File: src/rtl/core/spq_pkg.sv
// Package for the stable priority queue core.
// Holds widths, defaults, operation codes and the cell command struct.
// No dependencies.
`default_nettype none

package spq_pkg;

  // Field widths of the request and response items.
  localparam int unsigned PayloadW  = 16;
  localparam int unsigned PriorityW = 8;
  localparam int unsigned KindW     = 2;
  localparam int unsigned OccW      = 5;

  // Default sizes for the top-level parameters.
  localparam int unsigned DefaultDepth        = 16;
  localparam int unsigned DefaultPayloadWidth = 16;

  // Operation codes carried in the kind field.
  typedef enum logic [KindW-1:0] {
    KIND_INSERT = 2'd0,
    KIND_REMOVE = 2'd1,
    KIND_CLEAR  = 2'd2
  } kind_e;

  // Command broadcast to every cell of the chain in the same cycle.
  typedef struct packed {
    logic insert;
    logic pop;
    logic clear;
  } cell_cmd_t;

endpackage

`default_nettype wire

File: src/rtl/core/spq_if.sv
// Valid/ready channel interfaces for the stable priority queue core.
// Depends on spq_pkg for field widths.
`default_nettype none

interface spq_req_if;
  logic                                  valid;
  logic                                  ready;
  logic [spq_pkg::KindW-1:0]             kind;
  logic [spq_pkg::PayloadW-1:0]          payload;
  logic signed [spq_pkg::PriorityW-1:0]  priority_req;

  modport source (output valid, kind, payload, priority_req, input ready);
  modport sink   (input valid, kind, payload, priority_req, output ready);
endinterface

interface spq_rsp_if;
  logic                                  valid;
  logic                                  ready;
  logic                                  ok;
  logic [spq_pkg::PayloadW-1:0]          removed_payload;
  logic signed [spq_pkg::PriorityW-1:0]  removed_priority;
  logic                                  head_valid;
  logic [spq_pkg::PayloadW-1:0]          head_payload;
  logic signed [spq_pkg::PriorityW-1:0]  head_priority;
  logic [spq_pkg::OccW-1:0]              occupancy;

  modport source (output valid, ok, removed_payload, removed_priority, head_valid,
                  head_payload, head_priority, occupancy, input ready);
  modport sink   (input valid, ok, removed_payload, removed_priority, head_valid,
                  head_payload, head_priority, occupancy, output ready);
endinterface

`default_nettype wire

File: src/rtl/core/spq_cell.sv
// One slot of the sorted shift chain: valid bit, priority and payload.
// Depends on spq_pkg for the command struct and priority width.
`default_nettype none

module spq_cell #(
  parameter int unsigned DATA_W = spq_pkg::DefaultPayloadWidth
) (
  input  wire                                    clk_i,
  input  wire                                    rst_ni,
  input  wire spq_pkg::cell_cmd_t                cmd_i,
  input  wire signed [spq_pkg::PriorityW-1:0]    new_pri_i,
  input  wire        [DATA_W-1:0]                new_pay_i,
  // Neighbor toward the head.
  input  wire                                    left_stays_i,
  input  wire                                    left_valid_i,
  input  wire signed [spq_pkg::PriorityW-1:0]    left_pri_i,
  input  wire        [DATA_W-1:0]                left_pay_i,
  // Neighbor toward the tail.
  input  wire                                    right_valid_i,
  input  wire signed [spq_pkg::PriorityW-1:0]    right_pri_i,
  input  wire        [DATA_W-1:0]                right_pay_i,
  output logic                                   stays_o,
  output logic                                   valid_o,
  output logic signed [spq_pkg::PriorityW-1:0]   pri_o,
  output logic        [DATA_W-1:0]               pay_o
);

  logic                                  valid_q, valid_d;
  logic signed [spq_pkg::PriorityW-1:0]  pri_q, pri_d;
  logic [DATA_W-1:0]                     pay_q, pay_d;

  // An entry keeps its slot on insert when it ranks at or above the new one.
  assign stays_o = valid_q && (pri_q >= new_pri_i);

  // Next contents: keep, take the new entry, or shift from a neighbor.
  always_comb begin
    valid_d = valid_q;
    pri_d   = pri_q;
    pay_d   = pay_q;
    priority if (cmd_i.clear) begin
      valid_d = 1'b0;
    end else if (cmd_i.insert) begin
      priority if (stays_o) begin
        valid_d = valid_q;
      end else if (left_stays_i) begin
        valid_d = 1'b1;
        pri_d   = new_pri_i;
        pay_d   = new_pay_i;
      end else begin
        valid_d = left_valid_i;
        pri_d   = left_pri_i;
        pay_d   = left_pay_i;
      end
    end else if (cmd_i.pop) begin
      valid_d = right_valid_i;
      pri_d   = right_pri_i;
      pay_d   = right_pay_i;
    end
  end

  // Only the valid bit is control state.
  always_ff @(posedge clk_i or negedge rst_ni) begin
    if (!rst_ni) begin
      valid_q <= 1'b0;
    end else begin
      valid_q <= valid_d;
    end
  end

  always_ff @(posedge clk_i) begin
    pri_q <= pri_d;
    pay_q <= pay_d;
  end

  assign valid_o = valid_q;
  assign pri_o   = pri_q;
  assign pay_o   = pay_q;

endmodule

`default_nettype wire

File: src/rtl/core/stable_priority_queue_core.sv
// Stable priority queue: a chain of QUEUE_DEPTH cells kept sorted by priority.
// The response is registered and appears in the cycle after the request is accepted.
// Throughput: one request per cycle while the response is not stalled; each cell keeps, shifts or loads in that cycle.
// Reset clears all valid bits and the count; no clearing pass is needed.
// Depends on spq_pkg, spq_if and spq_cell.
`default_nettype none

module stable_priority_queue_core #(
  parameter int unsigned QUEUE_DEPTH   = spq_pkg::DefaultDepth,
  parameter int unsigned PAYLOAD_WIDTH = spq_pkg::DefaultPayloadWidth
) (
  input  wire        clk_i,
  input  wire        rst_ni,
  spq_req_if.sink    req_i,
  spq_rsp_if.source  rsp_o
);

  localparam int unsigned StoreW = (PAYLOAD_WIDTH < spq_pkg::PayloadW) ?
                                   PAYLOAD_WIDTH : spq_pkg::PayloadW;
  localparam int unsigned CountW = $clog2(QUEUE_DEPTH + 1);

  logic                                 accept;
  logic                                 full;
  logic                                 empty;
  spq_pkg::cell_cmd_t                   cmd;
  logic [CountW-1:0]                    count_q, count_d;
  logic [StoreW-1:0]                    new_pay;

  logic [QUEUE_DEPTH-1:0]               stays;
  logic [QUEUE_DEPTH-1:0]               cvalid;
  logic signed [spq_pkg::PriorityW-1:0] cpri [QUEUE_DEPTH];
  logic [StoreW-1:0]                    cpay [QUEUE_DEPTH];

  logic                                 out_valid_q;
  logic                                 ok_q, ok_d;
  logic [spq_pkg::PayloadW-1:0]         rem_pay_q, rem_pay_d;
  logic signed [spq_pkg::PriorityW-1:0] rem_pri_q, rem_pri_d;

  // State only moves when the response register can take a new result.
  assign req_i.ready = !out_valid_q || rsp_o.ready;
  assign accept      = req_i.valid && req_i.ready;
  assign full        = (count_q == CountW'(QUEUE_DEPTH));
  assign empty       = (count_q == '0);
  assign new_pay     = req_i.payload[StoreW-1:0];

  // Decode the request into a chain command.
  always_comb begin
    cmd = '0;
    if (accept) begin
      unique case (req_i.kind)
        spq_pkg::KIND_INSERT: cmd.insert = !full;
        spq_pkg::KIND_REMOVE: cmd.pop    = !empty;
        spq_pkg::KIND_CLEAR:  cmd.clear  = 1'b1;
        default:              cmd        = '0;
      endcase
    end
  end

  // Entry count follows the command.
  always_comb begin
    count_d = count_q;
    priority if (cmd.clear) begin
      count_d = '0;
    end else if (cmd.insert) begin
      count_d = count_q + CountW'(1);
    end else if (cmd.pop) begin
      count_d = count_q - CountW'(1);
    end
  end

  // Result of the request; removed fields come from the current head.
  always_comb begin
    ok_d      = cmd.insert || cmd.pop || cmd.clear;
    rem_pay_d = '0;
    rem_pri_d = '0;
    if (cmd.pop) begin
      rem_pay_d = spq_pkg::PayloadW'(cpay[0]);
      rem_pri_d = cpri[0];
    end
  end

  // The cell chain; the head cell takes a new entry directly.
  for (genvar i = 0; i < QUEUE_DEPTH; i++) begin : g_cell
    logic                                 l_stays, l_valid, r_valid;
    logic signed [spq_pkg::PriorityW-1:0] l_pri, r_pri;
    logic [StoreW-1:0]                    l_pay, r_pay;

    if (i == 0) begin : g_head
      assign l_stays = 1'b1;
      assign l_valid = 1'b0;
      assign l_pri   = '0;
      assign l_pay   = '0;
    end else begin : g_body
      assign l_stays = stays[i-1];
      assign l_valid = cvalid[i-1];
      assign l_pri   = cpri[i-1];
      assign l_pay   = cpay[i-1];
    end

    if (i == QUEUE_DEPTH - 1) begin : g_tail
      assign r_valid = 1'b0;
      assign r_pri   = '0;
      assign r_pay   = '0;
    end else begin : g_inner
      assign r_valid = cvalid[i+1];
      assign r_pri   = cpri[i+1];
      assign r_pay   = cpay[i+1];
    end

    spq_cell #(
      .DATA_W(StoreW)
    ) u_cell (
      .clk_i        (clk_i),
      .rst_ni       (rst_ni),
      .cmd_i        (cmd),
      .new_pri_i    (req_i.priority_req),
      .new_pay_i    (new_pay),
      .left_stays_i (l_stays),
      .left_valid_i (l_valid),
      .left_pri_i   (l_pri),
      .left_pay_i   (l_pay),
      .right_valid_i(r_valid),
      .right_pri_i  (r_pri),
      .right_pay_i  (r_pay),
      .stays_o      (stays[i]),
      .valid_o      (cvalid[i]),
      .pri_o        (cpri[i]),
      .pay_o        (cpay[i])
    );
  end

  // Control registers.
  always_ff @(posedge clk_i or negedge rst_ni) begin
    if (!rst_ni) begin
      count_q     <= '0;
      out_valid_q <= 1'b0;
    end else begin
      count_q <= count_d;
      if (req_i.ready) begin
        out_valid_q <= req_i.valid;
      end
    end
  end

  // Response payload registers.
  always_ff @(posedge clk_i) begin
    if (accept) begin
      ok_q      <= ok_d;
      rem_pay_q <= rem_pay_d;
      rem_pri_q <= rem_pri_d;
    end
  end

  // Head and count are read live: they only change when a new result loads.
  assign rsp_o.valid            = out_valid_q;
  assign rsp_o.ok               = ok_q;
  assign rsp_o.removed_payload  = rem_pay_q;
  assign rsp_o.removed_priority = rem_pri_q;
  assign rsp_o.head_valid       = cvalid[0];
  assign rsp_o.head_payload     = cvalid[0] ? spq_pkg::PayloadW'(cpay[0]) : '0;
  assign rsp_o.head_priority    = cvalid[0] ? cpri[0] : '0;
  assign rsp_o.occupancy        = spq_pkg::OccW'(count_q);

  // The head cell holds an entry exactly when the count is nonzero.
  a_head_count: assert property (@(posedge clk_i) disable iff (!rst_ni)
    cvalid[0] == (count_q != '0))
    else $error("head valid disagrees with entry count");

  // The count never exceeds the chain length.
  a_count_bound: assert property (@(posedge clk_i) disable iff (!rst_ni)
    count_q <= CountW'(QUEUE_DEPTH))
    else $error("entry count beyond queue depth");

  // A remove from an empty queue reports failure and removes nothing.
  a_empty_remove: assert property (@(posedge clk_i) disable iff (!rst_ni)
    (accept && req_i.kind == spq_pkg::KIND_REMOVE && empty)
      |=> (!rsp_o.ok && rsp_o.removed_payload == '0 && !rsp_o.head_valid))
    else $error("remove from empty queue reported success");

  // An insert into a full queue leaves the count at the depth.
  a_full_insert: assert property (@(posedge clk_i) disable iff (!rst_ni)
    (accept && req_i.kind == spq_pkg::KIND_INSERT && full)
      |=> (!rsp_o.ok && count_q == CountW'(QUEUE_DEPTH)))
    else $error("insert into full queue changed the queue");

endmodule

`default_nettype wire
File: src/flat_wrapper.sv
// flat-port wrapper written by rule: the top's interface ports become plain ports
module stable_priority_queue_core_flat 
#(
  parameter int unsigned QUEUE_DEPTH   = spq_pkg::DefaultDepth,
  parameter int unsigned PAYLOAD_WIDTH = spq_pkg::DefaultPayloadWidth
)
  (clk_i, rst_ni, req_i_valid, req_i_kind, req_i_payload, req_i_priority_req, req_i_ready, rsp_o_valid, rsp_o_ok, rsp_o_removed_payload, rsp_o_removed_priority, rsp_o_head_valid, rsp_o_head_payload, rsp_o_head_priority, rsp_o_occupancy, rsp_o_ready);
  spq_req_if req_i_i ();
  spq_rsp_if rsp_o_i ();
  input  wire clk_i;
  input  wire rst_ni;
  input wire logic [$bits(req_i_i.valid)-1:0] req_i_valid;
  input wire logic [$bits(req_i_i.kind)-1:0] req_i_kind;
  input wire logic [$bits(req_i_i.payload)-1:0] req_i_payload;
  input wire logic [$bits(req_i_i.priority_req)-1:0] req_i_priority_req;
  output wire logic [$bits(req_i_i.ready)-1:0] req_i_ready;
  output wire logic [$bits(rsp_o_i.valid)-1:0] rsp_o_valid;
  output wire logic [$bits(rsp_o_i.ok)-1:0] rsp_o_ok;
  output wire logic [$bits(rsp_o_i.removed_payload)-1:0] rsp_o_removed_payload;
  output wire logic [$bits(rsp_o_i.removed_priority)-1:0] rsp_o_removed_priority;
  output wire logic [$bits(rsp_o_i.head_valid)-1:0] rsp_o_head_valid;
  output wire logic [$bits(rsp_o_i.head_payload)-1:0] rsp_o_head_payload;
  output wire logic [$bits(rsp_o_i.head_priority)-1:0] rsp_o_head_priority;
  output wire logic [$bits(rsp_o_i.occupancy)-1:0] rsp_o_occupancy;
  input wire logic [$bits(rsp_o_i.ready)-1:0] rsp_o_ready;
  assign req_i_i.valid = req_i_valid;
  assign req_i_i.kind = req_i_kind;
  assign req_i_i.payload = req_i_payload;
  assign req_i_i.priority_req = req_i_priority_req;
  assign req_i_ready = req_i_i.ready;
  assign rsp_o_valid = rsp_o_i.valid;
  assign rsp_o_ok = rsp_o_i.ok;
  assign rsp_o_removed_payload = rsp_o_i.removed_payload;
  assign rsp_o_removed_priority = rsp_o_i.removed_priority;
  assign rsp_o_head_valid = rsp_o_i.head_valid;
  assign rsp_o_head_payload = rsp_o_i.head_payload;
  assign rsp_o_head_priority = rsp_o_i.head_priority;
  assign rsp_o_occupancy = rsp_o_i.occupancy;
  assign rsp_o_i.ready = rsp_o_ready;
  stable_priority_queue_core #(.QUEUE_DEPTH(QUEUE_DEPTH), .PAYLOAD_WIDTH(PAYLOAD_WIDTH)) u_core (.clk_i(clk_i), .rst_ni(rst_ni), .req_i(req_i_i), .rsp_o(rsp_o_i));
endmodule
File: config.mk
export PLATFORM = sky130hd
export DESIGN_NAME = stable_priority_queue_core_flat
export DESIGN_NICKNAME = d
export VERILOG_FILES = /design/src/rtl/core/spq_pkg.sv /design/src/rtl/core/spq_if.sv /design/src/rtl/core/spq_cell.sv /design/src/rtl/core/stable_priority_queue_core.sv /design/src/flat_wrapper.sv
export SDC_FILE = /design/constraint.sdc
export NUM_CORES = 1
export LEC_CHECK = 0
export ABC_AREA = 1
export BUFFER_PORTS_ARGS = -buffer_cell sky130_fd_sc_hd__buf_2
export CAP_MARGIN = 25
export CORE_UTILIZATION = 55
export DETAILED_ROUTE_END_ITERATION = 7
export HOLD_SLACK_MARGIN = 0.1
export PLACE_DENSITY = 0.81
export SKIP_LAST_GASP = 1
export SLEW_MARGIN = 20
export SYNTH_ARGS = -nofsm -noshare
export SYNTH_HDL_FRONTEND = slang
export SYNTH_HIERARCHICAL = 1
export SYNTH_SLANG_ARGS = --single-unit
File: constraint.sdc
create_clock -name clk_i -period 4.61 [get_ports clk_i]
set_input_delay 0.461 -clock clk_i [delete_from_list [all_inputs] [get_ports clk_i]]
set_output_delay 0.461 -clock clk_i [all_outputs]
set_load 0.005 [all_outputs]
# Word-level counts from Yosys, hierarchy flattened
# Cells that the tools add are included.
[totals]
ff_bits = 431
inputBits = 30
wordCells = 380
[classes]
addsub = 2
n_lt_le_gt_ge = 16
eq_ne = 35
n_mux = 214
bitwise_logic = 1
reduce_logical = 59
[op_table]
columns = ["cell", "count"]
rows = [
  ["$mux W16", 64],
  ["$mux W8", 64],
  ["$ge A8 B8 Y1", 16],
  ["$mux W1", 82],
  ["$ne A3 B3 Y1 const B", 16],
  ["$reduce_and A3 Y1", 16],
  ["$ne A2 B2 Y1 const B", 16],
  ["$reduce_and A2 Y1", 16],
  ["$logic_and A1 B1 Y1", 17],
  ["$mux W5", 3],
  ["$add A5 B1 Y5 const B", 1],
  ["$eq A5 B5 Y1 const B", 1],
  ["$logic_not A5 Y1", 1],
  ["$sub A5 B1 Y5 const B", 1],
  ["$logic_not A1 Y1", 3],
  ["$logic_or A1 B1 Y1", 3],
  ["$mux W3", 1],
  ["$reduce_bool A3 Y1", 1],
  ["$eq A2 B1 Y1 const B", 1],
  ["$eq A2 B2 Y1 const B", 1],
  ["$logic_not A2 Y1", 1],
  ["$reduce_bool A2 Y1", 1],
  ["$not A1 Y1", 1],
]

# Logic depth before layout (Yosys ltp)
[logic_depth]
depth_word = 7
depth_mapped = 17
depth_no_buf = 17

# Modules after synthesis
# Netlist, hierarchy kept.
[modules_own_cells]
columns = ["mod", "n_inst", "cells_per_inst", "area_per_inst_um2", "seq_area_each_um2"]
rows = [
  ["spq_cell (u_core.g_cell[1].u_cell ...)", 9, 188, 1521.5, 745.7],
  ["spq_cell (u_core.g_cell[0].u_cell ...)", 7, 187, 1517.7, 745.7],
  ["stable_priority_queue_core", 1, 191, 1661.6, 900.9],
]

# Worst setup path after synthesis
# Ideal clock, no wire load.
[synth_timing]
path_kind = "input -> register"
startpoint = "in rsp_o_ready"
endpoint = "reg u_core.g_cell[0].u_cell.pay_q[0], enable pin"
setup_ns = 0.400
t_arrival_ns = 3.053
required_ns = 4.210
setup_slack_ns = 1.157
cell_stages = 5
n_path_buf = 0
cell_sequence = "inv_1 > a21oi_4 > nand3_1 > inv_1 > a21oi_2"
[synth_lines]
columns = ["element", "line_no", "source"]
rows = [
  ["start, declared", "flat_wrapper.sv:25", "input wire logic [$bits(rsp_o_i.ready)-1:0] rsp_o_ready;"],
  ["end signal, assigned", "spq_cell.sv:72", "pay_q <= pay_d;"],
  ["end, declared", "spq_cell.sv:30", "logic [DATA_W-1:0] pay_q, pay_d;"],
]

==> results.md <==
* Status: completed
* Syn-to-layout area delta at 10.7%
* DR vias/cell at approximately 5.9
* Final setup vio count at 0
* Drt total wl at 69100 um
* DRC at 0
* Pin count of the biggest net entering global routing at 149
* Clock tree buffer depth at 3
* Final hold violation count at 0
* GR Overflow Total at 0
* TritonCTS clock tree: yes
* # rows at 79
* Die area at approximately 48000 um^2
* Clock root buffer: clkbuf_16
* Syn avg cell area at approximately 8 um^2
* Cells after Synth at around 3200
* Worst slew pin tran at about 1 ns
* Crit Path Max Fanout at between 100 and 150
* CP Buf/Inv Count at 3
* Clock transition at path regs at around 0.060 ns
* Critical path class: reg2reg
* Starting DRC count in detailed routing at 2803
* Area of the core at 46600 um^2
* Diodes inserted at 0
* CP max-delay cell: inv_2
* Critical Path Start Type: flop
* Die Span X at approximately 220 um
* Register area at 12800 um^2
* Total number of vias at roughly 23000
* Pleak at between 10 and 15 nW
* Starting Density at 55.8%
* Gates resized, CTS repair at 0
* Crit. End Element: flop
* Crit path required time at 4.87 ns
* Pwr/cell area at around 390 nW/um^2
* CP max stage delay at about 0.56 ns
* Worst min-delay path class: in2reg
* # clock sinks at between 400 and 500
* # fillers at 3884
* Worst-case clock skew at 0.0185 ns
* Cell area after synthesis at ~26000 um^2
* Clock latency on the worst-skew pair at roughly 0.6 ns
* Max cap viols at 0
* Post-route minimum period at approximately 3.2 ns
* Nets@finish at between 3000 and 4000
* Worst slack, placed at roughly 1.1 ns
* Synthesis Warnings at 6
* Gr usage total at ~29%
* Initial antenna violation count at 0
* Area post-placement at 27300 um^2
* PnR worst setup slack at 1.37 ns
* Post-DP HPWL at 46900 um
* Delay-heaviest family, CP: buffers and inverters
* Cell area after layout at around 29000 um^2
* GP Congestion at 0.868
* CP Data Arrival Time at 3.51 ns
* Final core utilization at just over 60%
* Slew Limit Headroom at ~35%
* CTS Buf Count at 46
* H-tree depth at 2
* Routed wire per std cell at roughly 18 um
* Port Buffers at between 80 and 90
* First-pass GRT wire length at between 100000 and 150000 um
* DIE HEIGHT at 219 um
* Detailed Routing Iterations Pass 1 at 6
* RSZ-0062 raised after global routing: false
* Vias in the first global route at 22400
* CP cell instances: nor2_1 > nand3_1 > nand2_2 > inv_8 > inv_2 > nand2_1 > a21oi_2 > buf_4
* Final number of max-transition violations at 0
* Share of post-route cells with drive strength above 1 at approximately 9.9%
* Area of the multi-input gates at between 10000 and 15000 um^2
* Setup TNS at 0 ns
* I/O pin cnt at 87
* Max rail drop VDD at 0.000270 V
* Post-route antenna net violation count at 0
* Final period util at a little over two thirds
* Fmax at between 0.3 and 0.4 GHz
## cell usage in the layout (no fill, tap or decap), drive strengths merged
master / n
a21o: 17
nor2: 483
fa: 1
clkbuf: 63
conb: 58
clkinv: 19
o21ai: 786
buf: 150
ha: 132
bufinv: 3
nand3: 76
dfrtp: 22
and3: 1
dlygate4sd3: 2
nand2: 721
xnor2: 1
a21oi: 65
inv: 300
clkinvlp: 2
nand4: 19
xor2: 1
edfxtp: 409
## worst paths after layout
| check | startpoint | to | slack (ns) | cells after the start |
|---|---|---|---|---|
| min reg2reg | u_core/g_cell[15].u_cell/pay_o[6] | u_core/g_cell[14].u_cell/pay_o[6] | 0.54 | 2 |
| min in group asynchronous | rst_ni | u_core/rsp_o.valid | 0.41 | 2 |
| max | u_core/rsp_o.occupancy[1] | u_core/g_cell[10].u_cell/pay_o[15] | 1.37 | 8 |
| min | rsp_o_ready | u_core/rsp_o.valid | 0.18 | 4 |
| max in group asynchronous | rst_ni | u_core/g_cell[10].u_cell/valid_o | 3.81 | 2 |
| max reg2reg | u_core/rsp_o.occupancy[1] | u_core/g_cell[10].u_cell/pay_o[15] | 1.37 | 8 |
## registers in the layout, indices dropped and copies added, names as in the netlist
register / cells
u_core/g_cell.u_cell/pay_o: 256
u_core/g_cell.u_cell/pri_o: 128
u_core/g_cell.u_cell/valid_o: 16
u_core/rsp_o.occupancy: 5
u_core/rsp_o.ok: 1
u_core/rsp_o.removed_payload: 16
u_core/rsp_o.removed_priority: 8
u_core/rsp_o.valid: 1
## report_power, final
| part | switching [W] | internal, W |
|---|---|---|
| clock | 0.00160 | 0.00215 |
| sequential | 0.000320 | 0.00482 |
| combinational | 0.00156 | 0.000699 |
| total | 0.00348 | 0.00767 |
## tightest hold or removal path, cell delays in order
cell and delay (ns):
buf_2 0.07, inv_1 0.07, nand2_2 0.08, nand2_1 0.05
## metrics by stage
| stage | power [W] | hold slack, ns | cells |
|---|---|---|---|
| global placement | 0.00731 | 0.501 | 3856 |
| finish | 0.0111 | 0.179 | 3938 |
| global route | 0.0116 | 0.176 | 3938 |
| detailed placement | 0.00739 | 0.500 | 3856 |
| CTS | 0.0111 | 0.158 | 3938 |
| floorplan | 0.00665 | 0.165 | 3247 |
## repair_timing
action                                 CTS  global route
hold buffers                             2             0
buffers inserted                         0             0
endpoints found under the hold margin   23             0
## metal layers
layer  routed length (um)  GRT usage (%)
met1                29000           39.9
met2                32800           47.2
met3                 5670           2.95
met4                 1510           9.00
met5                    0              0
## cell type report
cell class / count / share of cell area [%]
multi-input cells: 2361 / 40.2
inverters: 307 / 4.04
repair buffers: 152 / 3.32
well taps: 607 / 2.64
clock inverters: 17 / 0.613
flip-flops and latches: 431 / 44.6
clock buffers: 63 / 4.54
(Power assumes the default switching activity.)
